===== src/rtl/williams_percent_r_core_defines.svh =====
// assertion macros for the williams %r core
`ifndef WILLIAMS_PERCENT_R_CORE_DEFINES_SVH
`define WILLIAMS_PERCENT_R_CORE_DEFINES_SVH

`ifndef ASSERT_OFF

// same-cycle implication
`define WPR_ASSERT_IMP(name, clk, rst_n, ante, cons) \
  name: assert property (@(posedge clk) disable iff (!rst_n) (ante) |-> (cons)) \
    else $error("wpr assertion failed");

// next-cycle implication
`define WPR_ASSERT_NEXT(name, clk, rst_n, ante, cons) \
  name: assert property (@(posedge clk) disable iff (!rst_n) (ante) |=> (cons)) \
    else $error("wpr assertion failed");

`else

`define WPR_ASSERT_IMP(name, clk, rst_n, ante, cons)
`define WPR_ASSERT_NEXT(name, clk, rst_n, ante, cons)

`endif

`endif


===== src/rtl/wpr_pkg.sv =====
package wpr_pkg;

  localparam int PRICE_W   = 32;
  localparam int PCT_W     = 16;
  localparam int WLEN_W    = 7;
  localparam int Q_W       = 15;
  localparam int DIV_STEPS = 15;
  localparam int DIV_CNT_W = 4;

  localparam logic [WLEN_W-1:0] WLEN_RST = 7'd14;
  localparam logic [Q_W-1:0]    SCALE_Q8 = 15'd25600;

  typedef enum logic [1:0] {
    ST_VALID   = 2'd0,
    ST_MISSING = 2'd1,
    ST_FILLING = 2'd2,
    ST_FLAT    = 2'd3
  } status_e;

  // controller to datapath
  typedef struct packed {
    logic in_ready;
    logic store;
    logic scan_start;
    logic scan_rd;
    logic calc;
    logic mul;
    logic div_step;
    logic load_out;
  } wpr_cmd_t;

  // datapath to controller
  typedef struct packed {
    logic in_accept;
    logic present;
    logic filling;
    logic scan_last;
    logic need_div;
    logic out_free;
  } wpr_sts_t;

endpackage


===== src/rtl/wpr_ctrl.sv =====
module wpr_ctrl import wpr_pkg::*; (
  input  logic     clk_i,
  input  logic     rst_ni,
  input  wpr_sts_t sts_i,
  output wpr_cmd_t cmd_o
);

  typedef enum logic [2:0] {
    S_IDLE,
    S_STORE,
    S_SCAN,
    S_DRAIN,
    S_CALC,
    S_MUL,
    S_DIV,
    S_FINISH
  } state_e;

  state_e               state_q, state_d;
  logic [DIV_CNT_W-1:0] div_cnt_q, div_cnt_d;

  always_comb begin
    state_d   = state_q;
    div_cnt_d = div_cnt_q;
    cmd_o     = '0;
    case (state_q)
      S_IDLE: begin
        cmd_o.in_ready = 1'b1;
        if (sts_i.in_accept) begin
          state_d = S_STORE;
        end
      end
      S_STORE: begin
        cmd_o.store      = sts_i.present;
        cmd_o.scan_start = 1'b1;
        if (!sts_i.present || sts_i.filling) begin
          state_d = S_FINISH;
        end else begin
          state_d = S_SCAN;
        end
      end
      S_SCAN: begin
        cmd_o.scan_rd = 1'b1;
        if (sts_i.scan_last) begin
          state_d = S_DRAIN;
        end
      end
      S_DRAIN: begin
        state_d = S_CALC;
      end
      S_CALC: begin
        cmd_o.calc = 1'b1;
        state_d    = sts_i.need_div ? S_MUL : S_FINISH;
      end
      S_MUL: begin
        cmd_o.mul = 1'b1;
        div_cnt_d = '0;
        state_d   = S_DIV;
      end
      S_DIV: begin
        cmd_o.div_step = 1'b1;
        div_cnt_d      = div_cnt_q + DIV_CNT_W'(1);
        if (div_cnt_q == DIV_CNT_W'(DIV_STEPS - 1)) begin
          state_d = S_FINISH;
        end
      end
      S_FINISH: begin
        cmd_o.load_out = sts_i.out_free;
        if (sts_i.out_free) begin
          state_d = S_IDLE;
        end
      end
      default: begin
        state_d = S_IDLE;
      end
    endcase
  end

  always_ff @(posedge clk_i or negedge rst_ni) begin
    if (!rst_ni) begin
      state_q   <= S_IDLE;
      div_cnt_q <= '0;
    end else begin
      state_q   <= state_d;
      div_cnt_q <= div_cnt_d;
    end
  end

endmodule


===== config.mk =====
export PLATFORM = sky130hd
export DESIGN_NAME = wpr_ctrl
export DESIGN_NICKNAME = d
export VERILOG_FILES = /design/src/rtl/williams_percent_r_core_defines.svh /design/src/rtl/wpr_pkg.sv /design/src/rtl/wpr_ctrl.sv
export SDC_FILE = /design/constraint.sdc
export NUM_CORES = 1
export LEC_CHECK = 0
export ABC_AREA = 1
export BUFFER_PORTS_ARGS = -buffer_cell sky130_fd_sc_hd__buf_4
export CAP_MARGIN = 15
export CORE_AREA = 10 10 47 49
export CTS_BUF_LIST = sky130_fd_sc_hd__clkbuf_16
export DETAILED_ROUTE_END_ITERATION = 16
export DIE_AREA = 0 0 57 59
export GPL_ROUTABILITY_DRIVEN = 0
export MAX_ROUTING_LAYER = met4
export PLACE_DENSITY_LB_ADDON = 0.2
export SLEW_MARGIN = 10
export SYNTH_ARGS = -nofsm -noshare
export SYNTH_HDL_FRONTEND = slang
export SYNTH_SLANG_ARGS = --single-unit

===== constraint.sdc =====
create_clock -name clk_i -period 2.15 [get_ports clk_i]
set_clock_uncertainty 0.2 [all_clocks]
set_input_delay 0 -clock clk_i [delete_from_list [all_inputs] [get_ports clk_i]]
set_output_delay 0 -clock clk_i [all_outputs]
set_load 0.02 [all_outputs]

Word-level counts from Yosys, hierarchy flattened. Index checks and enable logic that the tools add are counted.

$add $sub $neg: 1. Mux-type cells: 15. Reductions and logical operators: 5. Equality and inequality tests: 12.

Operators by type and width (number): $pmux W3 S8 (1); $mux W3 (5); $eq A3 B3 Y1 const B (4); $ne A2 B2 Y1 const B (4); $pmux W4 S2 (1); $eq A3 B2 Y1 const B (2); $mux W1 (6); $add A4 B1 Y4 const B (1); $eq A4 B4 Y1 const B (1); $mux W2 (2); $reduce_and A4 Y1 (1); $eq A3 B1 Y1 const B (1); $logic_not A3 Y1 (1); $reduce_bool A2 Y1 (1); $logic_not A1 Y1 (1); $logic_or A1 B1 Y1 (1).

Input port bits: 8. Flip-flop bits (word level): 7. Logic and storage cells: 35. Output and inout bits: 8.

Logic depth before layout (Yosys ltp). Gate-level depths: netlist of run 1.

Depth in word-level cells: 4. Depth in mapped cells: 9. Mapped depth without buffers: 9.

Worst setup path after synthesis of run 1. OpenSTA, ideal clock, no wires.

Kind: reg-to-output. From: register state_q[1]. To: output cmd_o[6] in the netlist's numbering. Stages on the path, launching flop included: 4. Data required time: 1950 ps. Path slack: 717 ps. Data arrival time: 1233 ps. Buffers on the path: 1. Cell sequence: dfrtp_1 -> buf_6 -> or2_2 -> nor3_1.

RTL lines: from (decl) (RTL line wpr_ctrl.sv:19) `state_e state_q, state_d;`; from (signal assigned) (RTL line wpr_ctrl.sv:84) `state_q <= state_d;`; to (decl) (RTL line wpr_ctrl.sv:5) `output wpr_cmd_t cmd_o`.

Final worst setup path of run 1.
From: register div_cnt_q[0]. To: register state_q[0].

Cells in the longest elaborated chain, start to end: 3.

RTL lines: from (decl) (RTL line wpr_ctrl.sv:20) `logic [DIV_CNT_W-1:0] div_cnt_q, div_cnt_d;`; from (signal assigned) (RTL line wpr_ctrl.sv:85) `div_cnt_q <= div_cnt_d;`; $eq A4 B4 Y1 (RTL line wpr_ctrl.sv:63) `if (div_cnt_q == DIV_CNT_W'(DIV_STEPS - 1)) begin`; $ne A2 B2 Y1 (no line); $reduce_and A4 Y1 (no line).

No other way between the ends. A chain may end at the register's enable or synchronous reset.

==> metrics.log, run 1 <==
[metrics] total of max-cap violations: 0
[metrics] leading cell type in the layout, fill and taps excluded: sky130_fd_sc_hd__nand2_1
[metrics] mean routed wirelength per cell: 10.29 um
[metrics] post-CTS clock slew at the launch and capture registers of the worst setup and hold paths: 0.04 ns
[metrics] arrival time of the worst setup path: 1.93 ns
[metrics] transition time at the pin with the least slew margin: 0.3272 ns
[metrics] pin count of the biggest net entering global routing: 10
[metrics] worst min-delay path category: in -> reg
[metrics] final antenna diode count: 0
[metrics] Yosys cell types: 19
[metrics] via total after detailed routing: 506
[metrics] synthesis-stage register bit count: 7
[metrics] final-report hold violation count: 0
[metrics] area added between synthesis and finish: 52.26%
[metrics] type of the worst setup path: reg -> reg
[metrics] relative slew slack: 78.11%
[metrics] Die W: 57 um
[metrics] maximum vdd ir drop: 0.001073 V
[metrics] DR vias/cell: 4.518
[metrics] aggregate global-route resource usage: 7.934%
[metrics] reported leakage power: 0.4193 nW
[metrics] shortest clock period the worst path allows after layout: 1.972 ns
[metrics] number of slew-limit violations in the final report: 0
[metrics] Worst Setup End Kind: flip-flop
[metrics] area of all sequential standard cells: 175.2 um^2
[metrics] Avg Synthesized Cell Area: 6.916 um^2
[metrics] final net count: 107
[metrics] result of the run: finished clean
[metrics] remaining routing DRC violations: 0
[metrics] Synth Net Count: 82
[metrics] Antenna Violating Nets Remaining: 0
[metrics] total design power: 1.129 mW
[metrics] Vert. Die Dim: 59 um
[metrics] H-tree depth: 1
[metrics] clk root buf: sky130_fd_sc_hd__clkbuf_16
[metrics] floorplan row count: 14
[metrics] period utilisation layout: 91.72%
[metrics] total number of clock tree sinks: 7
[metrics] Cells after Synth: 72
[metrics] TritonCTS clock tree: built
[metrics] effective utilization at floorplan: 35.54%
[metrics] number of buffers on the longest clock path: 2
[metrics] Detailed Route WL: 1153 um
[metrics] I/O Pins: 16
[metrics] quantity of gates resized following cts: 0
[metrics] unrepaired setup endpoints after global routing: false
[metrics] number of optimization iterations in the first detailed-route pass: 1
[metrics] count of endpoints failing setup in the final report: 0
[metrics] crit start category: flip-flop
[metrics] critical path required time: 2.11 ns
[metrics] DIE AREA: 0.003363 mm^2
[metrics] fillers: 138
[metrics] total standard cell area after synthesis: 498.0 um^2
[metrics] number of buffers inserted during clock tree synthesis: 3
[metrics] Core Util, Final: 54.11%
[metrics] Crit Path Max Fanout: 4
[metrics] DP HPWL: 921.8 um
[metrics] multi-input combinational cell area: 262.8 um^2
[metrics] Seq/Total Area, Yosys: 35.18%
[metrics] most used cells in the layout excluding fill and tap cells: sky130_fd_sc_hd__nand2_1, sky130_fd_sc_hd__buf_4, sky130_fd_sc_hd__inv_1
[metrics] Fmax achieved: 0.5071 GHz
[metrics] power per cell area: 1489 mW/mm^2
[metrics] fraction of layout instances using a drive strength above 1: 29.17%
[metrics] vias in the first global route: 507
[metrics] Clk Latency, worst-skew pair: 0.23 ns
[metrics] non-filler cells, final: 112
[metrics] overall overflow remaining after global route: 0
[metrics] number of antenna violations at the first check in global routing: 0
[metrics] Yosys warnings: 0
[metrics] first-pass GRT wire length: 2097 um
[metrics] core outline area: 0.001401 mm^2
[metrics] initial detailed-routing violation count: 0
[metrics] Buffers on Ports: 15
[metrics] setup tns final: 0 ns
[metrics] placed insts: 102
-- cell type report --
class                   instances  area share (%)
well taps                      16           2.640
repair buffers                 21           22.77
clock inverters                 1          0.4950
clock buffers                   3           9.901
inverters                      13           6.436
multi-input cells              51           34.65
flip-flops and latches          7           23.10
-- stage by stage --
stage | setup WS [ns] | area, um^2 | hold WS [ns]
floorplan | 0.7171 | 498.0 | -0.4956
global placement | 0.6382 | 619.3 | -0.3822
detailed placement | 0.6380 | 619.3 | -0.3837
CTS | 0.1675 | 758.2 | 0.03648
global route | 0.03153 | 758.2 | 0.06046
finish | 0.1781 | 758.2 | 0.02949
-- sequential cells by signal, indices dropped and copies added, names as in the netlist --
register / flops
div_cnt_q: 4
state_q: 3
-- kinds of logic after synthesis --
group | Yosys count | synth area share [%]
AO/OA/AOI/OAI | 7 | 7.790
XOR/XNOR | 2 | 3.518
adder cells (fa/ha/maj) | 2 | 5.024
buffers and inverters | 14 | 12.06
flip-flops | 7 | 35.18
AND/OR/NAND/NOR | 40 | 36.43
-- cell usage after synthesis --
library cell / number / area (um^2)
sky130_fd_sc_hd__nand2_1: 17 / 63.81
sky130_fd_sc_hd__inv_1: 10 / 37.54
sky130_fd_sc_hd__nor2_1: 8 / 30.03
sky130_fd_sc_hd__dfrtp_1: 7 / 175.2
sky130_fd_sc_hd__nand3_1: 6 / 30.03
sky130_fd_sc_hd__nor2_2: 4 / 25.02
sky130_fd_sc_hd__inv_2: 3 / 11.26
sky130_fd_sc_hd__o21ai_1: 3 / 15.01
sky130_fd_sc_hd__ha_1: 2 / 25.02
sky130_fd_sc_hd__nor3_1: 2 / 10.01
sky130_fd_sc_hd__o21ai_0: 2 / 10.01
sky130_fd_sc_hd__a21boi_0: 1 / 7.510
sky130_fd_sc_hd__buf_6: 1 / 11.26
sky130_fd_sc_hd__nand2_2: 1 / 6.260
sky130_fd_sc_hd__nand3_2: 1 / 10.01
sky130_fd_sc_hd__o22ai_1: 1 / 6.260
sky130_fd_sc_hd__or2_2: 1 / 6.260
sky130_fd_sc_hd__xnor2_1: 1 / 8.760
sky130_fd_sc_hd__xor2_1: 1 / 8.760
-- report_power, final --
| part | leakage (nW) | switching (mW) | internal, mW | total [mW] |
|---|---|---|---|---|
| Combinational | 0.289 | 0.321 | 0.236 | 0.557 |
| Clock | 0.0423 | 0.0682 | 0.242 | 0.310 |
| Sequential | 0.0883 | 0.0770 | 0.185 | 0.262 |
-- layer usage --
| metal | global-route usage [%] | share of wire (%) |
|---|---|---|
| met1 | 7.786 | 46 |
| met2 | 13.80 | 51 |
| met3 | 3.863 | 2.4 |
| met4 | 2.013 | 0 |
| met5 | - | 0 |
-- worst paths after layout --
| kind | start | end | slack (ns) | cells past startpoint |
|---|---|---|---|---|
| worst max register to register | div_cnt_q[0] | state_q[0] | 0.18 | 9 |
| min in group asynchronous | rst_ni | div_cnt_q[3] | 0.55 | 3 |
| worst min-delay path | sts_i[5] | state_q[1] | 0.03 | 5 |
| worst max-delay path | div_cnt_q[0] | state_q[0] | 0.18 | 9 |
| worst min register to register | div_cnt_q[1] | div_cnt_q[1] | 0.35 | 2 |
| max in group asynchronous | rst_ni | state_q[0] | 0.96 | 3 |
-- critical path, stage by stage (launching register included) --
cell and delay, ns:
sky130_fd_sc_hd__dfrtp_1 0.39, sky130_fd_sc_hd__inv_1 0.09, sky130_fd_sc_hd__ha_1 0.14, sky130_fd_sc_hd__nand2_1 0.05, sky130_fd_sc_hd__nor2_1 0.11, sky130_fd_sc_hd__nor2_2 0.05, sky130_fd_sc_hd__nor2_2 0.17, sky130_fd_sc_hd__nand3_1 0.10
sky130_fd_sc_hd__nand2_1 0.07, sky130_fd_sc_hd__dlygate4sd3_1 0.53
-- repair_timing --
item,4_1_cts,5_1_grt
endpoints found under the hold margin,10,0
hold buffers,6,0
buffers inserted,0,0
No activity file was read; power rests on OpenSTA's default activity.
==> run 2, diff against run 1 <==
--- a/config.mk
+++ b/config.mk
@@ -8,10 +8,13 @@
 export ABC_AREA = 1
 export BUFFER_PORTS_ARGS = -buffer_cell sky130_fd_sc_hd__buf_4
 export CAP_MARGIN = 15
-export CORE_AREA = 10 10 47 49
+export CELL_PAD_IN_SITES_DETAIL_PLACEMENT = 0
+export CELL_PAD_IN_SITES_GLOBAL_PLACEMENT = 2
+export CORE_MARGIN = 10
+export CORE_UTILIZATION = 26
 export CTS_BUF_LIST = sky130_fd_sc_hd__clkbuf_16
+export CTS_CLUSTER_SIZE = 24
 export DETAILED_ROUTE_END_ITERATION = 16
-export DIE_AREA = 0 0 57 59
 export GPL_ROUTABILITY_DRIVEN = 0
 export MAX_ROUTING_LAYER = met4
 export PLACE_DENSITY_LB_ADDON = 0.2
==> constraint.sdc (replaced) <==
create_clock -name clk_i -period 2.15 [get_ports clk_i]
set_clock_uncertainty 0.2 [all_clocks]
set_input_delay 0 -clock clk_i [delete_from_list [all_inputs] [get_ports clk_i]]
set_output_delay 0 -clock clk_i [all_outputs]
set_load 0.1 [all_outputs]
==> run 2 against run 1 <==
- die area up 21%
- worst setup slack better by 0.018 ns
- core utilization down 9.8 points
- non-clock buffer count unchanged
- first-iteration DRC count up 18
- worst hold slack better by 0.0054 ns
- maximum frequency up 0.92%
- register-to-register slack better by 0.02 ns
- via count down 3.4%
- clock-buffer cell count unchanged
- critical path depth unchanged
- critical endpoint unchanged
- largest cell class unchanged
==> metrics.log, run 2 (same netlist as run 1, synthesis figures left out) <==
[metrics] total of max-cap violations: 0
[metrics] worst min-delay path category: in -> reg
[metrics] transition time at the pin with the least slew margin: 0.3325 ns
[metrics] Vert. Die Dim: 63.77 um
[metrics] total number of clock tree sinks: 7
[metrics] type of the worst setup path: reg -> reg
[metrics] core outline area: 0.001764 mm^2
[metrics] post-CTS clock slew at the launch and capture registers of the worst setup and hold paths: 0.04 ns
[metrics] largest registers: div_cnt_q x4, state_q x3
[metrics] Clk Latency, worst-skew pair: 0.23 ns
[metrics] Top reg by flops: div_cnt_q
[metrics] Worst Setup End Kind: flip-flop
[metrics] critical path required time: 2.11 ns
[metrics] pin count of the biggest net entering global routing: 10
[metrics] remaining routing DRC violations: 0
[metrics] area added between synthesis and finish: 57.04%
[metrics] arrival time of the worst setup path: 1.92 ns
[metrics] number of optimization iterations in the first detailed-route pass: 4
[metrics] first-pass GRT wire length: 2194 um
[metrics] unrepaired setup endpoints after global routing: false
[metrics] leading cell type in the layout, fill and taps excluded: sky130_fd_sc_hd__nand2_1
[metrics] Antenna Violating Nets Remaining: 0
[metrics] number of slew-limit violations in the final report: 0
[metrics] number of buffers inserted during clock tree synthesis: 3
[metrics] mean routed wirelength per cell: 10.58 um
[metrics] aggregate global-route resource usage: 6.756%
[metrics] setup tns final: 0 ns
[metrics] crit start category: flip-flop
[metrics] Hold Worst Slack: 0.03486 ns
[metrics] TritonCTS clock tree: built
[metrics] initial detailed-routing violation count: 18
[metrics] overall overflow remaining after global route: 0
[metrics] quantity of gates resized following cts: 0
[metrics] DIE AREA: 0.004066 mm^2
[metrics] H-tree depth: 1
[metrics] fraction of layout instances using a drive strength above 1: 32.29%
[metrics] number of buffers on the longest clock path: 2
[metrics] Fmax achieved: 0.5118 GHz
[metrics] Crit Path Max Fanout: 4
[metrics] slowest library cell on the worst path: sky130_fd_sc_hd__dlygate4sd3_1
[metrics] Top Family by Delay on Critical Path: buffers and inverters
[metrics] final-report hold violation count: 0
[metrics] vias in the first global route: 504
[metrics] Detailed Route WL: 1280 um
[metrics] peak per-stage delay on the critical path: 0.53 ns
[metrics] clk root buf: sky130_fd_sc_hd__clkbuf_16
[metrics] shortest clock period the worst path allows after layout: 1.954 ns
[metrics] number of buffer and inverter instances along the worst setup path: 2
[metrics] relative slew slack: 77.76%
[metrics] Buffers on Ports: 15
[metrics] I/O Pins: 16
[metrics] final antenna diode count: 0
[metrics] ordered list of cells on the worst path: inv_1, ha_1, nand2_1, nor2_1, nor2_2, nor2_2, nand3_1, nand2_1, dlygate4sd3_1
[metrics] via total after detailed routing: 489
[metrics] Die W: 63.77 um
[metrics] R2R Setup Slk: 0.20 ns
[metrics] count of endpoints failing setup in the final report: 0
[metrics] result of the run: finished clean
[metrics] floorplan row count: 15
[metrics] flip-flop count of the largest register, all copies and words added: 4
[metrics] final net count: 107
[metrics] most used cells in the layout excluding fill and tap cells: sky130_fd_sc_hd__nand2_1, sky130_fd_sc_hd__buf_4, sky130_fd_sc_hd__inv_1
[metrics] number of setup buffers added after CTS: 0
[metrics] effective utilization at floorplan: 28.23%
[metrics] number of antenna violations at the first check in global routing: 0
[metrics] period utilisation layout: 90.88%
[metrics] DP HPWL: 988.3 um
[metrics] DR vias/cell: 4.041
==> run 2: layer usage <==
| metal | up-vias | GRT usage, % | share of wire, % |
|---|---|---|---|
| met4 | 0 | 2.459 | 0 |
| met5 | - | - | 0 |
| met3 | 0 | 2.265 | 5.0 |
| li1 | 268 | - | - |
| met2 | 16 | 9.171 | 44 |
| met1 | 205 | 8.948 | 51 |
==> run 2: final cells by class <==
type	instances	area, um^2
multi-input combinational	51	275.3
inverter	13	48.80
fill	201	982.2
sequential	7	175.2
tap	25	31.28
timing repair buffer	21	172.7
clock inverter	1	3.754
clock buffer	3	75.07
==> run 2: path summary, 6_finish.rpt <==
check                                  start           end  cells past startpoint
worst max register to register  div_cnt_q[0]    state_q[0]                      9
worst min register to register  div_cnt_q[1]  div_cnt_q[1]                      2
min in group asynchronous             rst_ni  div_cnt_q[3]                      3
worst min-delay path                sts_i[2]    state_q[1]                      5
worst max-delay path            div_cnt_q[0]    state_q[0]                      9
max in group asynchronous             rst_ni  div_cnt_q[0]                      3
==> run 2: timing repair <==
item | 4_1_cts | 5_1_grt
hold endpoints to repair | 10 | 0
hold buffers | 6 | 0
endpoints found under the setup margin | 0 | 0
==> run 2: stage by stage <==
step	setup slack (ns)	utilization, %	std cells	instance area [um^2]
after floorplan	-0.008130	-	72	510.5
after global placement	0.6641	36.45	111	643.1
after detailed placement	0.6565	36.45	111	643.1
after CTS	0.1946	44.33	121	782.0
after global routing	0.008088	44.33	121	782.0
final	0.1962	44.33	121	782.0
==> run 2: tightest hold or removal path, stage by stage <==
cell and delay (ns):
sky130_fd_sc_hd__buf_4 0.07, sky130_fd_sc_hd__nor2_1 0.04, sky130_fd_sc_hd__nor2_2 0.15, sky130_fd_sc_hd__nand3_1 0.09
sky130_fd_sc_hd__nand2_1 0.07
Power of run 2 is not shown: default switching activity piles up to over one toggle a cycle in this logic, so the estimate is an artifact.
